==> config.mk <==
export PLATFORM = sky130hd
export DESIGN_NAME = calendar_clock_with_period_flags
export DESIGN_NICKNAME = d
export VERILOG_FILES = /design/src/hw/rtl/ccpf_pkg.sv /design/src/hw/rtl/calendar_clock_with_period_flags.sv /design/src/hw/rtl/ccpf_mod_unit.sv
export SDC_FILE = /design/constraint.sdc
export NUM_CORES = 1
export LEC_CHECK = 0
export ABC_CLOCK_PERIOD_IN_PS = 11000
export BUFFER_PORTS_ARGS = -buffer_cell sky130_fd_sc_hd__buf_2
export CAP_MARGIN = 20
export CORE_MARGIN = 3
export CORE_UTILIZATION = 60
export DETAILED_ROUTE_END_ITERATION = 10
export PLACE_DENSITY_LB_ADDON = 0.2
export SLEW_MARGIN = 10
export SYNTH_ARGS = -nofsm -noshare
export SYNTH_HDL_FRONTEND = slang
export SYNTH_SLANG_ARGS = --single-unit
==> constraint.sdc <==
create_clock -name aclk -period 11 [get_ports aclk]
set_input_delay 0.55 -clock aclk [delete_from_list [all_inputs] [get_ports aclk]]
set_output_delay 0.55 -clock aclk [all_outputs]
set_load 0.005 [all_outputs]
==> src/hw/rtl/ccpf_pkg.sv <==
// Shared types, constants and helpers for the calendar clock with period flags.
// Used by the top level, the remainder unit and the port checker; no dependencies.
package ccpf_pkg;

    // Field widths
    localparam int RUN_W       = 32;
    localparam int PERIOD_W    = 17;
    localparam int CFG_DATA_W  = 17;
    localparam int CFG_INDEX_W = 3;
    localparam int FLAG_W      = 4;
    localparam int EVENT_W     = 5;

    // Request function codes
    localparam logic [1:0] FUNC_TICK = 2'd0;
    localparam logic [1:0] FUNC_LOAD = 2'd1;
    localparam logic [1:0] FUNC_TAKE = 2'd2;
    localparam logic [1:0] FUNC_NOP  = 2'd3;

    // Configuration register indexes
    localparam logic [CFG_INDEX_W-1:0] CFG_TOP_COUNT   = 3'd0;
    localparam logic [CFG_INDEX_W-1:0] CFG_PERIOD_0    = 3'd1;
    localparam logic [CFG_INDEX_W-1:0] CFG_ENDDAY_LEAD = 3'd5;
    localparam logic [CFG_INDEX_W-1:0] CFG_SAVE_PERIOD = 3'd6;

    // Event bit positions
    localparam int EV_SECOND = 0;
    localparam int EV_MINUTE = 1;
    localparam int EV_ENDDAY = 2;
    localparam int EV_SAVE   = 3;
    localparam int EV_DATE   = 4;

    // Calendar constants
    localparam logic [7:0] SEC_PER_MIN   = 8'd60;
    localparam logic [6:0] MIN_PER_HOUR  = 7'd60;
    localparam logic [6:0] MIN_ARM       = 7'd59;
    localparam logic [5:0] HOURS_PER_DAY = 6'd24;
    localparam logic [4:0] LAST_HOUR     = 5'd23;
    localparam logic [3:0] MONTH_WRAP    = 4'd13;
    localparam logic [4:0] FEB_LEAP      = 5'd29;
    localparam logic [4:0] FEB_PLAIN     = 5'd28;
    localparam logic [5:0] ELAPSED_MAX   = 6'd60;
    localparam logic [6:0] YEAR_MAX      = 7'd99;
    localparam logic [3:0] MONTH_MAX     = 4'd12;
    localparam logic [4:0] HOUR_MAX      = 5'd23;
    localparam logic [5:0] MINSEC_MAX    = 6'd59;
    localparam logic [PERIOD_W-1:0] PERIOD_RESET = 17'd60;

    typedef struct packed {
        logic [1:0]  func;
        logic [5:0]  elapsed_seconds;
        logic [6:0]  load_year;
        logic [3:0]  load_month;
        logic [4:0]  load_day;
        logic [4:0]  load_hour;
        logic [5:0]  load_minute;
        logic [5:0]  load_second;
        logic [31:0] load_unix_time;
        logic [1:0]  top_index;
        logic        clear_after_read;
    } ccpf_in_t;

    typedef struct packed {
        logic [6:0]  cur_year;
        logic [3:0]  cur_month;
        logic [4:0]  cur_day;
        logic [4:0]  cur_hour;
        logic [5:0]  cur_minute;
        logic [6:0]  cur_second;
        logic [31:0] cur_unix_time;
        logic [3:0]  top_flags;
        logic        top_value;
        logic [4:0]  events;
        logic        time_valid;
    } ccpf_out_t;

    // Remainder unit request and response
    typedef struct packed {
        logic                start;
        logic [RUN_W-1:0]    dividend;
        logic [PERIOD_W-1:0] divisor;
    } ccpf_mod_req_t;

    typedef struct packed {
        logic done;
        logic is_zero;
    } ccpf_mod_rsp_t;

    // Length of the month; code 14 reads as February, code 0 as 30 days, codes 13 and 15 as 31
    function automatic logic [4:0] days_in_month(input logic [3:0] month, input logic leap);
        logic [4:0] len;
        unique case (month)
            4'd2, 4'd14:                          len = leap ? FEB_LEAP : FEB_PLAIN;
            4'd0, 4'd4, 4'd6, 4'd9, 4'd11:        len = 5'd30;
            default:                              len = 5'd31;
        endcase
        return len;
    endfunction

endpackage

==> src/hw/rtl/calendar_clock_with_period_flags.sv <==
// A load, take, no-op or zero-second tick request goes from idle straight to the emit state,
// which registers its result once the output register is free. A tick first runs each period
// flag or save check that needs a remainder through the one shared 32-step remainder unit.
// The block is idle again once the result is registered. s_ready is low while a request is worked on;
// a finished result waits in the output register. Reset (aresetn, synchronous, active low)
// sets 00-01-01 00:00:00, clears flags, events and time_valid, and restores register defaults.
module calendar_clock_with_period_flags #(
    parameter int TOP_SLOTS = 4
) (
    input  logic                                 aclk,
    input  logic                                 aresetn,
    input  logic                                 s_valid,
    output logic                                 s_ready,
    input  ccpf_pkg::ccpf_in_t                   s_data,
    output logic                                 m_valid,
    input  logic                                 m_ready,
    output ccpf_pkg::ccpf_out_t                  m_data,
    input  logic                                 cfg_we,
    input  logic [ccpf_pkg::CFG_INDEX_W-1:0]     cfg_index,
    input  logic [ccpf_pkg::CFG_DATA_W-1:0]      cfg_data
);

    localparam logic [1:0] ST_IDLE = 2'd0;
    localparam logic [1:0] ST_SCAN = 2'd1;
    localparam logic [1:0] ST_WAIT = 2'd2;
    localparam logic [1:0] ST_EMIT = 2'd3;

    localparam logic [2:0] SAVE_SLOT = 3'd4;
    localparam logic [2:0] SCAN_END  = 3'd5;
    localparam logic [2:0] SLOTS_USED_MAX = 3'(TOP_SLOTS);
    localparam logic [ccpf_pkg::FLAG_W-1:0] SLOT_MASK = ccpf_pkg::FLAG_W'((1 << TOP_SLOTS) - 1);

    // Configuration registers
    logic [2:0]                      top_count_reg;
    logic [5:0]                      lead_reg;
    logic [ccpf_pkg::PERIOD_W-1:0]   save_period_reg;
    logic [ccpf_pkg::PERIOD_W-1:0]   period_pad [ccpf_pkg::FLAG_W];

    // Calendar and control state
    logic [1:0]  state_reg, state_next;
    logic [2:0]  cursor_reg, cursor_next;
    logic [6:0]  sec_reg, sec_next;
    logic [5:0]  min_reg, min_next;
    logic [4:0]  hour_reg, hour_next;
    logic [4:0]  day_reg, day_next;
    logic [3:0]  month_reg, month_next;
    logic [6:0]  year_reg, year_next;
    logic [31:0] epoch_reg, epoch_next;
    logic [31:0] run_reg, run_next;
    logic [3:0]  pending_reg, pending_next;
    logic        armed_reg, armed_next;
    logic        leap_reg, leap_next;
    logic        valid_reg, valid_next;
    logic [4:0]  ev_reg, ev_next;
    logic        tv_reg, tv_next;
    logic        m_valid_reg, m_valid_next;
    ccpf_pkg::ccpf_out_t m_data_reg, m_data_next;

    // Tick arithmetic
    logic [5:0]  tick_el;
    logic [7:0]  sec_sum;
    logic [6:0]  min_inc;
    logic [5:0]  hour_inc;
    logic [5:0]  day_inc;
    logic [3:0]  month_inc;
    logic [4:0]  month_len;
    logic [6:0]  t_sec;
    logic [5:0]  t_min;
    logic [4:0]  t_hour;
    logic [4:0]  t_day;
    logic [3:0]  t_month;
    logic [6:0]  t_year;
    logic        t_leap;
    logic        t_armed;
    logic [4:0]  t_ev;

    // Load saturation
    logic [6:0]  ld_year;
    logic [3:0]  ld_month;
    logic [4:0]  ld_day;
    logic [4:0]  ld_hour;
    logic [5:0]  ld_min;
    logic [5:0]  ld_sec;

    // Scan and take
    logic [2:0]                    used_slots;
    logic [1:0]                    cur_slot;
    logic                          slot_need;
    logic [ccpf_pkg::PERIOD_W-1:0] slot_divisor;
    logic                          take_hit;
    logic                          accept;

    ccpf_pkg::ccpf_mod_req_t mod_req;
    ccpf_pkg::ccpf_mod_rsp_t mod_rsp;

    assign accept  = s_valid && s_ready;
    assign s_ready = (state_reg == ST_IDLE);
    assign m_valid = m_valid_reg;
    assign m_data  = m_data_reg;

    // Write the scalar configuration registers
    always_ff @(posedge aclk) begin
        if (!aresetn) begin
            top_count_reg   <= '0;
            lead_reg        <= '0;
            save_period_reg <= '0;
        end else if (cfg_we) begin
            unique case (cfg_index)
                ccpf_pkg::CFG_TOP_COUNT:   top_count_reg   <= cfg_data[2:0];
                ccpf_pkg::CFG_ENDDAY_LEAD: lead_reg        <= cfg_data[5:0];
                ccpf_pkg::CFG_SAVE_PERIOD: save_period_reg <= cfg_data;
                default: ;
            endcase
        end
    end

    // Hold one period register per slot; slots past TOP_SLOTS read as zero
    for (genvar g = 0; g < ccpf_pkg::FLAG_W; g++) begin : g_period
        if (g < TOP_SLOTS) begin : g_used
            logic [ccpf_pkg::PERIOD_W-1:0] period_reg;
            always_ff @(posedge aclk) begin
                if (!aresetn) begin
                    period_reg <= ccpf_pkg::PERIOD_RESET;
                end else if (cfg_we
                             && cfg_index == ccpf_pkg::CFG_INDEX_W'(ccpf_pkg::CFG_PERIOD_0 + g)) begin
                    period_reg <= cfg_data;
                end
            end
            assign period_pad[g] = period_reg;
        end else begin : g_unused
            assign period_pad[g] = '0;
        end
    end

    // Advance the calendar by one tick
    always_comb begin
        tick_el   = (s_data.elapsed_seconds > ccpf_pkg::ELAPSED_MAX) ? ccpf_pkg::ELAPSED_MAX
                                                                    : s_data.elapsed_seconds;
        sec_sum   = {1'b0, sec_reg} + {2'b00, tick_el};
        min_inc   = {1'b0, min_reg} + 7'd1;
        hour_inc  = {1'b0, hour_reg} + 6'd1;
        day_inc   = {1'b0, day_reg} + 6'd1;
        month_inc = month_reg + 4'd1;
        month_len = ccpf_pkg::days_in_month(month_reg, leap_reg);
        t_sec     = sec_sum[6:0];
        t_min     = min_reg;
        t_hour    = hour_reg;
        t_day     = day_reg;
        t_month   = month_reg;
        t_year    = year_reg;
        t_leap    = leap_reg;
        t_armed   = armed_reg;
        t_ev      = '0;
        t_ev[ccpf_pkg::EV_SECOND] = 1'b1;
        if (sec_sum >= ccpf_pkg::SEC_PER_MIN) begin
            t_sec = 7'(sec_sum - ccpf_pkg::SEC_PER_MIN);
            if (min_inc >= ccpf_pkg::MIN_PER_HOUR) begin
                t_min   = '0;
                t_armed = 1'b0;
                if (hour_inc >= ccpf_pkg::HOURS_PER_DAY) begin
                    t_hour = '0;
                    if (day_inc > {1'b0, month_len}) begin
                        t_day = 5'd1;
                        if (month_inc == ccpf_pkg::MONTH_WRAP) begin
                            t_month = 4'd1;
                            t_year  = (year_reg >= ccpf_pkg::YEAR_MAX) ? '0 : year_reg + 7'd1;
                            t_leap  = (t_year[1:0] == 2'b00);
                        end else begin
                            t_month = month_inc;
                        end
                    end else begin
                        t_day = day_inc[4:0];
                    end
                end else begin
                    t_hour = hour_inc[4:0];
                end
            end else begin
                t_min = min_inc[5:0];
                if (min_inc == ccpf_pkg::MIN_ARM) begin
                    t_armed = 1'b1;
                end
                t_ev[ccpf_pkg::EV_MINUTE] = 1'b1;
            end
        end
        // Fire the end-of-day warning once per arming
        if (t_armed && t_hour == ccpf_pkg::LAST_HOUR && t_sec >= {1'b0, lead_reg}) begin
            t_armed = 1'b0;
            t_ev[ccpf_pkg::EV_ENDDAY] = 1'b1;
        end
    end

    // Saturate load values
    always_comb begin
        ld_year  = (s_data.load_year > ccpf_pkg::YEAR_MAX) ? ccpf_pkg::YEAR_MAX
                                                           : s_data.load_year;
        ld_month = (s_data.load_month == '0) ? 4'd1
                 : (s_data.load_month > ccpf_pkg::MONTH_MAX) ? ccpf_pkg::MONTH_MAX
                 : s_data.load_month;
        ld_day   = (s_data.load_day == '0) ? 5'd1 : s_data.load_day;
        ld_hour  = (s_data.load_hour > ccpf_pkg::HOUR_MAX) ? ccpf_pkg::HOUR_MAX
                                                           : s_data.load_hour;
        ld_min   = (s_data.load_minute > ccpf_pkg::MINSEC_MAX) ? ccpf_pkg::MINSEC_MAX
                                                               : s_data.load_minute;
        ld_sec   = (s_data.load_second > ccpf_pkg::MINSEC_MAX) ? ccpf_pkg::MINSEC_MAX
                                                               : s_data.load_second;
    end

    // Select the check at the scan cursor
    always_comb begin
        used_slots = (top_count_reg > SLOTS_USED_MAX) ? SLOTS_USED_MAX : top_count_reg;
        cur_slot   = cursor_reg[1:0];
        take_hit   = ({1'b0, s_data.top_index} < used_slots);
        if (cursor_reg == SAVE_SLOT) begin
            slot_need    = valid_reg && (save_period_reg != '0);
            slot_divisor = save_period_reg;
        end else begin
            slot_need    = ({1'b0, cur_slot} < used_slots) && !pending_reg[cur_slot]
                           && (period_pad[cur_slot] != '0);
            slot_divisor = period_pad[cur_slot];
        end
    end

    // Sequencer
    always_comb begin
        state_next   = state_reg;
        cursor_next  = cursor_reg;
        sec_next     = sec_reg;
        min_next     = min_reg;
        hour_next    = hour_reg;
        day_next     = day_reg;
        month_next   = month_reg;
        year_next    = year_reg;
        epoch_next   = epoch_reg;
        run_next     = run_reg;
        pending_next = pending_reg;
        armed_next   = armed_reg;
        leap_next    = leap_reg;
        valid_next   = valid_reg;
        ev_next      = ev_reg;
        tv_next      = tv_reg;
        m_valid_next = m_valid_reg && !m_ready;
        m_data_next  = m_data_reg;
        mod_req.start    = 1'b0;
        mod_req.dividend = run_reg;
        mod_req.divisor  = slot_divisor;

        unique case (state_reg)
            ST_IDLE: begin
                if (accept) begin
                    ev_next    = '0;
                    tv_next    = 1'b0;
                    state_next = ST_EMIT;
                    unique case (s_data.func)
                        ccpf_pkg::FUNC_TICK: begin
                            if (tick_el != '0) begin
                                sec_next    = t_sec;
                                min_next    = t_min;
                                hour_next   = t_hour;
                                day_next    = t_day;
                                month_next  = t_month;
                                year_next   = t_year;
                                leap_next   = t_leap;
                                armed_next  = t_armed;
                                ev_next     = t_ev;
                                run_next    = run_reg + {26'd0, tick_el};
                                epoch_next  = epoch_reg + {26'd0, tick_el};
                                cursor_next = '0;
                                state_next  = ST_SCAN;
                            end
                        end
                        ccpf_pkg::FUNC_LOAD: begin
                            ev_next[ccpf_pkg::EV_DATE] = (ld_day != day_reg)
                                || (ld_month != month_reg) || (ld_year != year_reg);
                            year_next  = ld_year;
                            month_next = ld_month;
                            day_next   = ld_day;
                            hour_next  = ld_hour;
                            min_next   = ld_min;
                            sec_next   = {1'b0, ld_sec};
                            epoch_next = s_data.load_unix_time;
                            leap_next  = (ld_year[1:0] == 2'b00);
                            run_next   = {26'd0, ld_sec};
                            valid_next = 1'b1;
                        end
                        ccpf_pkg::FUNC_TAKE: begin
                            if (take_hit) begin
                                tv_next = pending_reg[s_data.top_index];
                                if (s_data.clear_after_read) begin
                                    pending_next[s_data.top_index] = 1'b0;
                                end
                            end
                        end
                        ccpf_pkg::FUNC_NOP: ;
                        default: ;
                    endcase
                end
            end
            ST_SCAN: begin
                if (cursor_reg == SCAN_END) begin
                    state_next = ST_EMIT;
                end else if (slot_need) begin
                    mod_req.start = 1'b1;
                    state_next    = ST_WAIT;
                end else begin
                    cursor_next = cursor_reg + 3'd1;
                end
            end
            ST_WAIT: begin
                if (mod_rsp.done) begin
                    if (cursor_reg == SAVE_SLOT) begin
                        ev_next[ccpf_pkg::EV_SAVE] = mod_rsp.is_zero;
                    end else begin
                        pending_next[cur_slot] = mod_rsp.is_zero;
                    end
                    cursor_next = cursor_reg + 3'd1;
                    state_next  = ST_SCAN;
                end
            end
            ST_EMIT: begin
                // Hold here while the previous result still waits
                if (!m_valid_reg || m_ready) begin
                    m_valid_next              = 1'b1;
                    m_data_next.cur_year      = year_reg;
                    m_data_next.cur_month     = month_reg;
                    m_data_next.cur_day       = day_reg;
                    m_data_next.cur_hour      = hour_reg;
                    m_data_next.cur_minute    = min_reg;
                    m_data_next.cur_second    = sec_reg;
                    m_data_next.cur_unix_time = epoch_reg;
                    m_data_next.top_flags     = pending_reg;
                    m_data_next.top_value     = tv_reg;
                    m_data_next.events        = ev_reg;
                    m_data_next.time_valid    = valid_reg;
                    state_next                = ST_IDLE;
                end
            end
            default: state_next = ST_IDLE;
        endcase
    end

    // Control and calendar registers
    always_ff @(posedge aclk) begin
        if (!aresetn) begin
            state_reg   <= ST_IDLE;
            cursor_reg  <= '0;
            sec_reg     <= '0;
            min_reg     <= '0;
            hour_reg    <= '0;
            day_reg     <= 5'd1;
            month_reg   <= 4'd1;
            year_reg    <= '0;
            epoch_reg   <= '0;
            run_reg     <= '0;
            pending_reg <= '0;
            armed_reg   <= 1'b0;
            leap_reg    <= 1'b1;
            valid_reg   <= 1'b0;
            ev_reg      <= '0;
            tv_reg      <= 1'b0;
            m_valid_reg <= 1'b0;
        end else begin
            state_reg   <= state_next;
            cursor_reg  <= cursor_next;
            sec_reg     <= sec_next;
            min_reg     <= min_next;
            hour_reg    <= hour_next;
            day_reg     <= day_next;
            month_reg   <= month_next;
            year_reg    <= year_next;
            epoch_reg   <= epoch_next;
            run_reg     <= run_next;
            pending_reg <= pending_next & SLOT_MASK;
            armed_reg   <= armed_next;
            leap_reg    <= leap_next;
            valid_reg   <= valid_next;
            ev_reg      <= ev_next;
            tv_reg      <= tv_next;
            m_valid_reg <= m_valid_next;
        end
    end

    // Result payload
    always_ff @(posedge aclk) begin
        m_data_reg <= m_data_next;
    end

    ccpf_mod_unit u_mod (
        .aclk    (aclk),
        .aresetn (aresetn),
        .req     (mod_req),
        .rsp     (mod_rsp)
    );

endmodule

==> src/hw/rtl/ccpf_mod_unit.sv <==
// Bit-serial remainder unit: dividend mod divisor, one restoring step per cycle.
// Depends on ccpf_pkg for widths and the request/response structs.
module ccpf_mod_unit (
    input  logic                    aclk,
    input  logic                    aresetn,
    input  ccpf_pkg::ccpf_mod_req_t req,
    output ccpf_pkg::ccpf_mod_rsp_t rsp
);

    localparam int CNT_W = $clog2(ccpf_pkg::RUN_W);
    localparam logic [CNT_W-1:0] LAST_STEP = CNT_W'(ccpf_pkg::RUN_W - 1);

    logic                             busy_reg;
    logic                             done_reg;
    logic [CNT_W-1:0]                 cnt_reg;
    logic [ccpf_pkg::RUN_W-1:0]       dvd_reg;
    logic [ccpf_pkg::PERIOD_W-1:0]    dsr_reg;
    logic [ccpf_pkg::PERIOD_W-1:0]    rem_reg;
    logic [ccpf_pkg::PERIOD_W:0]      trial;
    logic [ccpf_pkg::PERIOD_W:0]      diff;
    logic [ccpf_pkg::PERIOD_W-1:0]    rem_next;

    // Shift in the next dividend bit, subtract the divisor where it fits
    always_comb begin
        trial    = {rem_reg, dvd_reg[ccpf_pkg::RUN_W-1]};
        diff     = trial - {1'b0, dsr_reg};
        rem_next = (trial >= {1'b0, dsr_reg}) ? diff[ccpf_pkg::PERIOD_W-1:0]
                                              : trial[ccpf_pkg::PERIOD_W-1:0];
    end

    // Control
    always_ff @(posedge aclk) begin
        if (!aresetn) begin
            busy_reg <= 1'b0;
            done_reg <= 1'b0;
            cnt_reg  <= '0;
        end else begin
            done_reg <= 1'b0;
            if (req.start) begin
                busy_reg <= 1'b1;
                cnt_reg  <= '0;
            end else if (busy_reg) begin
                cnt_reg <= cnt_reg + 1'b1;
                if (cnt_reg == LAST_STEP) begin
                    busy_reg <= 1'b0;
                    done_reg <= 1'b1;
                end
            end
        end
    end

    // Datapath
    always_ff @(posedge aclk) begin
        if (req.start) begin
            dvd_reg <= req.dividend;
            dsr_reg <= req.divisor;
            rem_reg <= '0;
        end else if (busy_reg) begin
            dvd_reg <= {dvd_reg[ccpf_pkg::RUN_W-2:0], 1'b0};
            rem_reg <= rem_next;
        end
    end

    assign rsp.done    = done_reg;
    assign rsp.is_zero = (rem_reg == '0);

endmodule

## After elaboration in Yosys (flattened, before gate mapping)

Index checks and enable logic that the tools add are counted.

- Reduce and logical (&&, ||, !) cells: 55
- Add/subtract/negate cells: 12
- $lt $le $gt $ge: 21
- Multiplexer cells: 119
- Bitwise operators: 5
- Equality and inequality tests: 45

Operators by type and width:

| operator | count |
|---|---|
| $mux 32 | 4 |
| $pmux 32 s2 | 2 |
| $mux 7 | 10 |
| $mux 17 | 4 |
| $add 32x6->32 | 2 |
| $mux 4 | 16 |
| $mux 5 | 11 |
| $mux 6 | 6 |
| $bmux 17 s2 | 1 |
| $reduce_bool 17->1 | 2 |
| $mux 1 | 32 |
| $pmux 7 s2 | 2 |
| $mux 3 | 8 |
| $ne 2x2->1 const B | 11 |
| $reduce_and 7->1 | 3 |
| $pmux 5 s2 | 2 |
| $ge 18x17->1 | 1 |
| $gt 6x6->1 const B | 3 |
| $logic_not 17->1 | 1 |
| $sub 17x17->17 | 1 |
| $eq 4x4->1 const B | 4 |
| $pmux 4 s2 | 2 |
| $reduce_and 4->1 | 4 |
| $eq 3x3->1 const B | 5 |
| other kinds (66) | 120 |

- Bits in registers: 361
- Output and inout bits: 79
- Word-level logic and storage cells: 299
- Input bits: 101

## Longest topological paths before layout

- Word-level depth: 13
- Mapped depth: 18

## Modules after synthesis

Synthesis repeated with hierarchy kept, for this count alone.

- Cell total of the unflattened synthesis: 1,911
- Area, all modules: 18,181.2 sq um

Modules (own cells, without submodules):

| module | times used | sequential area each (sq um) | area each (sq um) | cells each |
|---|---|---|---|---|
| calendar_clock_with_period_flags | 1 | 6,536.3 | 14,361.3 | 1,577 |
| ccpf_mod_unit | 1 | 1,951.9 | 3,819.9 | 334 |

## Worst setup path after synthesis

Ideal clock, no wire load.

- Kind: input-to-reg
- Start: input port m_ready
- End: register m_data_reg, in the netlist m_data[0], enable pin
- Path buffers: 0
- Path slack: 6,444 ps
- Arrival: 4,034 ps
- Cell stages on the path: 2
- Required time: 10,478 ps
- Cell sequence: nor2b_1 -> nor2b_1

- Cells in the longest elaborated chain, start to end: 2

RTL lines:

| what | RTL line | RTL |
|---|---|---|
| start: declaration | calendar_clock_with_period_flags.sv:16 | `input logic m_ready,` |
| $logic_or 1x1->1 | calendar_clock_with_period_flags.sv:321 | `if (!m_valid_reg \|\| m_ready) begin` |
| $reduce_and 2->1 (no line) | -- |  |
| end signal: assignment | calendar_clock_with_period_flags.sv:384 | `m_data_reg <= m_data_next;` |
| end: declaration | calendar_clock_with_period_flags.sv:57 | `ccpf_pkg::ccpf_out_t m_data_reg, m_data_next;` |

No other way between the ends.
A chain may end at the register's enable or synchronous reset.

## Final worst setup path

- Start: register cursor_reg[1]
- End: register u_mod.dvd_reg[14] (netlist name), enable pin

- Cells in the longest elaborated chain, start to end: 11
- Elaborated cells on any way between the ends: 18
- Those cells by class: 1 x order compare; 2 x eq/ne; 9 x mux; 1 x bitwise; 5 x reduce/logical

RTL lines:

| what | RTL line | RTL |
|---|---|---|
| start: declaration | calendar_clock_with_period_flags.sv:41 | `logic [2:0] cursor_reg, cursor_next;` |
| start signal: assignment | calendar_clock_with_period_flags.sv:363 | `cursor_reg <= cursor_next;` |
| $not 2->3 (implied by the code) | calendar_clock_with_period_flags.sv:218 | `&& (period_pad[cur_slot] != '0);` |
| $bmux 17 s2 | calendar_clock_with_period_flags.sv:218 |  |
| $mux 17 (implied by the code) (2 in series) | calendar_clock_with_period_flags.sv:218 |  |
| $reduce_bool 17->1 | calendar_clock_with_period_flags.sv:218 |  |
| $logic_and 1x1->1 | calendar_clock_with_period_flags.sv:218 |  |
| $mux 1 | calendar_clock_with_period_flags.sv:213 | `if (cursor_reg == SAVE_SLOT) begin` |
| $mux 1 | calendar_clock_with_period_flags.sv:301 | `end else if (slot_need) begin` |
| $mux 1 (*) | calendar_clock_with_period_flags.sv:299 | `if (cursor_reg == SCAN_END) begin` |
| $mux 1 (*) | calendar_clock_with_period_flags.sv:247 | `unique case (state_reg)` |
| $reduce_bool 2->1 (no line) (*) | -- |  |
| end signal: assignment | ccpf_mod_unit.sv:55 | `dvd_reg <= req.dividend;` |
| end signal: assignment | ccpf_mod_unit.sv:59 | `dvd_reg <= {dvd_reg[ccpf_pkg::RUN_W-2:0], 1'b0};` |
| end: declaration | ccpf_mod_unit.sv:16 | `logic [ccpf_pkg::RUN_W-1:0] dvd_reg;` |

Every way passes the cells marked *; elsewhere a longest branch is shown, timed or not. The select of a mux whose other input is x is not followed.

==> impl_metrics.csv <==
group,metric,value,unit
sta,period_share,43.6,%
finish,syn_to_final_growth,13.0,%
critical_path,cp.arrival,5.00,ns
critical_path,path_max_fanout,69,
sta,rsz0062_at_grt,"no",
yosys,ys_warn_count,0,
yosys,synthMuxAreaShare,8.08,%
drt,drt_wl_total,49.5,mm
critical_path,worst_setup_path_end_kind,"flip-flop",
drt,drt-vias-per-instance,6.36,
yosys,synth_ff_type,"dfxtp_1",
clocking,cts-buffers-inserted,39,
yosys,synth_cell_type_count,89,
finish,stdcell_area,20900,um^2
yosys,synthArstFlopShare,0,%
critical_path,cp.required,11.20,ns
yosys,avgSynthCellArea,9.48,um^2
drt,vias,15926,
floorplanning,io_pins,180,
pwr,total_power,3.91,mW
sta,fin_worst_skew,0.0195,ns
finish,final_layout_size_suffix_gt1_share,16.6,%
global_route,grt_max_degree,92,
critical_path,start_kind,"flip-flop",
yosys,synth_xor_area_share,3.03,%
global_route,grt_usage,28.9,%
sta,slew-limit-headroom,29.2,%
finish,postLayoutCoreUtil,69.7,%
pwr,worst_ir_drop_vdd,0.000108,V
yosys,synth_area,18500,um^2
yosys,synth-adder-area-share,4.67,%
sta,finalCriticalPeriod,4.80,ns
clocking,cts_resized,0,
floorplanning,die_w,182,um
drt,drc,0,
clocking,holdBufCountCts,0,
placement,io_buffers,179,
clocking,cts.clk_slew.worst_paths,0.06,ns
clocking,cts-root-buf,"clkbuf_16",
floorplanning,fp.dieH,182,um
floorplanning,initial_utilization,61.7,%
sta,final.setup.tns,0,ns
clocking,clockBufferDepth,3,
placement,place_area,19600,um^2
finish,fillCellCount,2295,
yosys,syn_nets,2122,
pwr,power.leakage,8.00,nW
sta,tightest_slew,1.06,ns
finish,final_nets,2249,
hold_path,hold_path.class,"in -> reg",
yosys,synth_edf_count,126,
drt,first_pass_iters,6,
finish,layout_commonest_cell,"nand2_1",
placement,dpl.hpwl,33.3,mm
drt,avgRoutedWirePerCell,19.8,um
floorplanning,core,30000,um^2
global_route,first_global_vias,14931,
yosys,ys_ff_latch,361,
run_status,status,"finished, final reports clean",
floorplanning,row_count,63,
sta,hold_viol,0,
run,maxCapViolations,0,
clocking,cts_setup_buffers,0,
global_route,grt_pass1_wl,78.7,mm
drt,detail-route-antenna-nets,0,
sta,report.final.slew_viol_count,0,
sta,fmax,208,MHz
yosys,synth_top_family_by_area,"simple AND/OR/NAND/NOR gates",
drt,drt_iter0_drc,1511,
yosys,synth_compound_area_share,16.4,%
sta,setup_viol_count_final,0,
yosys,ys_seq_area_share,45.8,%
yosys,yosys.area_share.simple,17.9,%
global_route,antenna_found_initial,3,
floorplanning,die_area,33000,um^2
yosys,synth_cells,1954,
clocking,cts_sinks,361,
pwr,powerDensity,187,nW/um^2
clocking,h-tree-depth,2,
clocking,cts_tree,"built",
finish,layout_common_cells,"301 x nand2_1, 235 x dfxtp_1, 179 x buf_2, 178 x a21oi_1, 130 x nor2_1",
clocking,clk_latency,0.53,ns
placement,gp_congestion,0.923,
critical_path,worst-setup-path-type,"reg -> reg",
global_route,grt_overflow,0,
finish,largest_reg_flops,77,
[synthesized netlist by cell type, types with 19 or more instances]
master | n | area share [%]
a211oi_1 | 29 | 1.2
a21oi_1 | 178 | 4.8
and3_1 | 22 | 0.74
clkbuf_1 | 87 | 1.8
dfxtp_1 | 235 | 25
edfxtp_1 | 126 | 20
ha_1 | 66 | 4.5
inv_1 | 64 | 1.3
mux2_2 | 22 | 1.3
mux2_4 | 29 | 2.4
mux2i_1 | 33 | 1.8
nand2_1 | 301 | 6.1
nand3_1 | 74 | 2.0
nand4_1 | 23 | 0.78
nor2_1 | 131 | 2.7
nor3_1 | 34 | 0.92
nor4_1 | 28 | 0.95
o21ai_0 | 78 | 2.1
o31ai_1 | 19 | 0.77
xnor2_1 | 33 | 1.6
xor2_1 | 31 | 1.5
[critical path, cell delays in order, from the launching register on]
cell,delay [ns]
dfxtp_1,0.96
inv_1,0.21
ha_1,0.30
nand2_1,0.64
o2111ai_2,0.27
o21ai_2,0.14
nor2b_4,0.17
buf_4,0.71
or2_1,0.59
buf_4,0.38
[path summary, 6_finish.rpt]
path / start / cells past startpoint / end / slack [ns]
max: cursor_reg[1]$_SDFFE_PN0P_ / 9 / u_mod.dvd_reg[14]$_DFFE_PP_ / 6.20
min: s_data[6] / 3 / epoch_reg[3]$_SDFFE_PN0P_ / 0.31
max reg2reg: cursor_reg[1]$_SDFFE_PN0P_ / 9 / u_mod.dvd_reg[14]$_DFFE_PP_ / 6.20
min reg2reg: ev_reg[0]$_SDFFE_PN0P_ / 0 / m_data[1]$_DFFE_PP_ / 0.43
[metrics by stage]
stage,setup slack [ns],instances,hold WS [ns]
final,6.20,2503,0.306
after global routing,5.94,2503,0.316
after CTS,5.93,2499,0.293
after detailed placement,5.98,2428,0.415
after global placement,6.29,2428,0.415
after floorplan,6.44,1954,0.402
[logic make-up (layout without fill, tap and decap cells)]
group,count (synthesis),count (layout)
and+or+nand+nor,708,708
AOI/OAI and AO/OA,471,471
DFF,361,361
buffers and inverters,178,335
muxes,103,103
adders and majority gates,69,69
xor gates and xnor gates,64,64
other,0,2
[per-layer routing]
metal	track usage (%)	routed length, um
met3	4.97	4390
met1	41.7	21300
met2	45.2	22500
met4	8.10	1370
met5	0	13
[cell type report]
class / instances / area [um^2] / share of cell area (%)
Antenna cell: 2 / 5.00 / 0.0239
Clock buffer: 48 / 1090 / 5.22
Clock inverter: 23 / 221 / 1.06
Inverter: 64 / 243 / 1.16
Multi-Input combinational cell: 1415 / 9330 / 44.6
Sequential cell: 361 / 8490 / 40.5
Tap cell: 390 / 488 / 2.33
Timing Repair Buffer: 200 / 1070 / 5.10
[report_power, final]
part	switching, mW	leakage, nW	internal (mW)
clock network	0.541	0.647	0.801
logic	0.555	4.28	0.398
registers	0.107	3.07	1.51
total	1.20	8.00	2.71
Note: power is estimated with default switching activity, not from simulation.
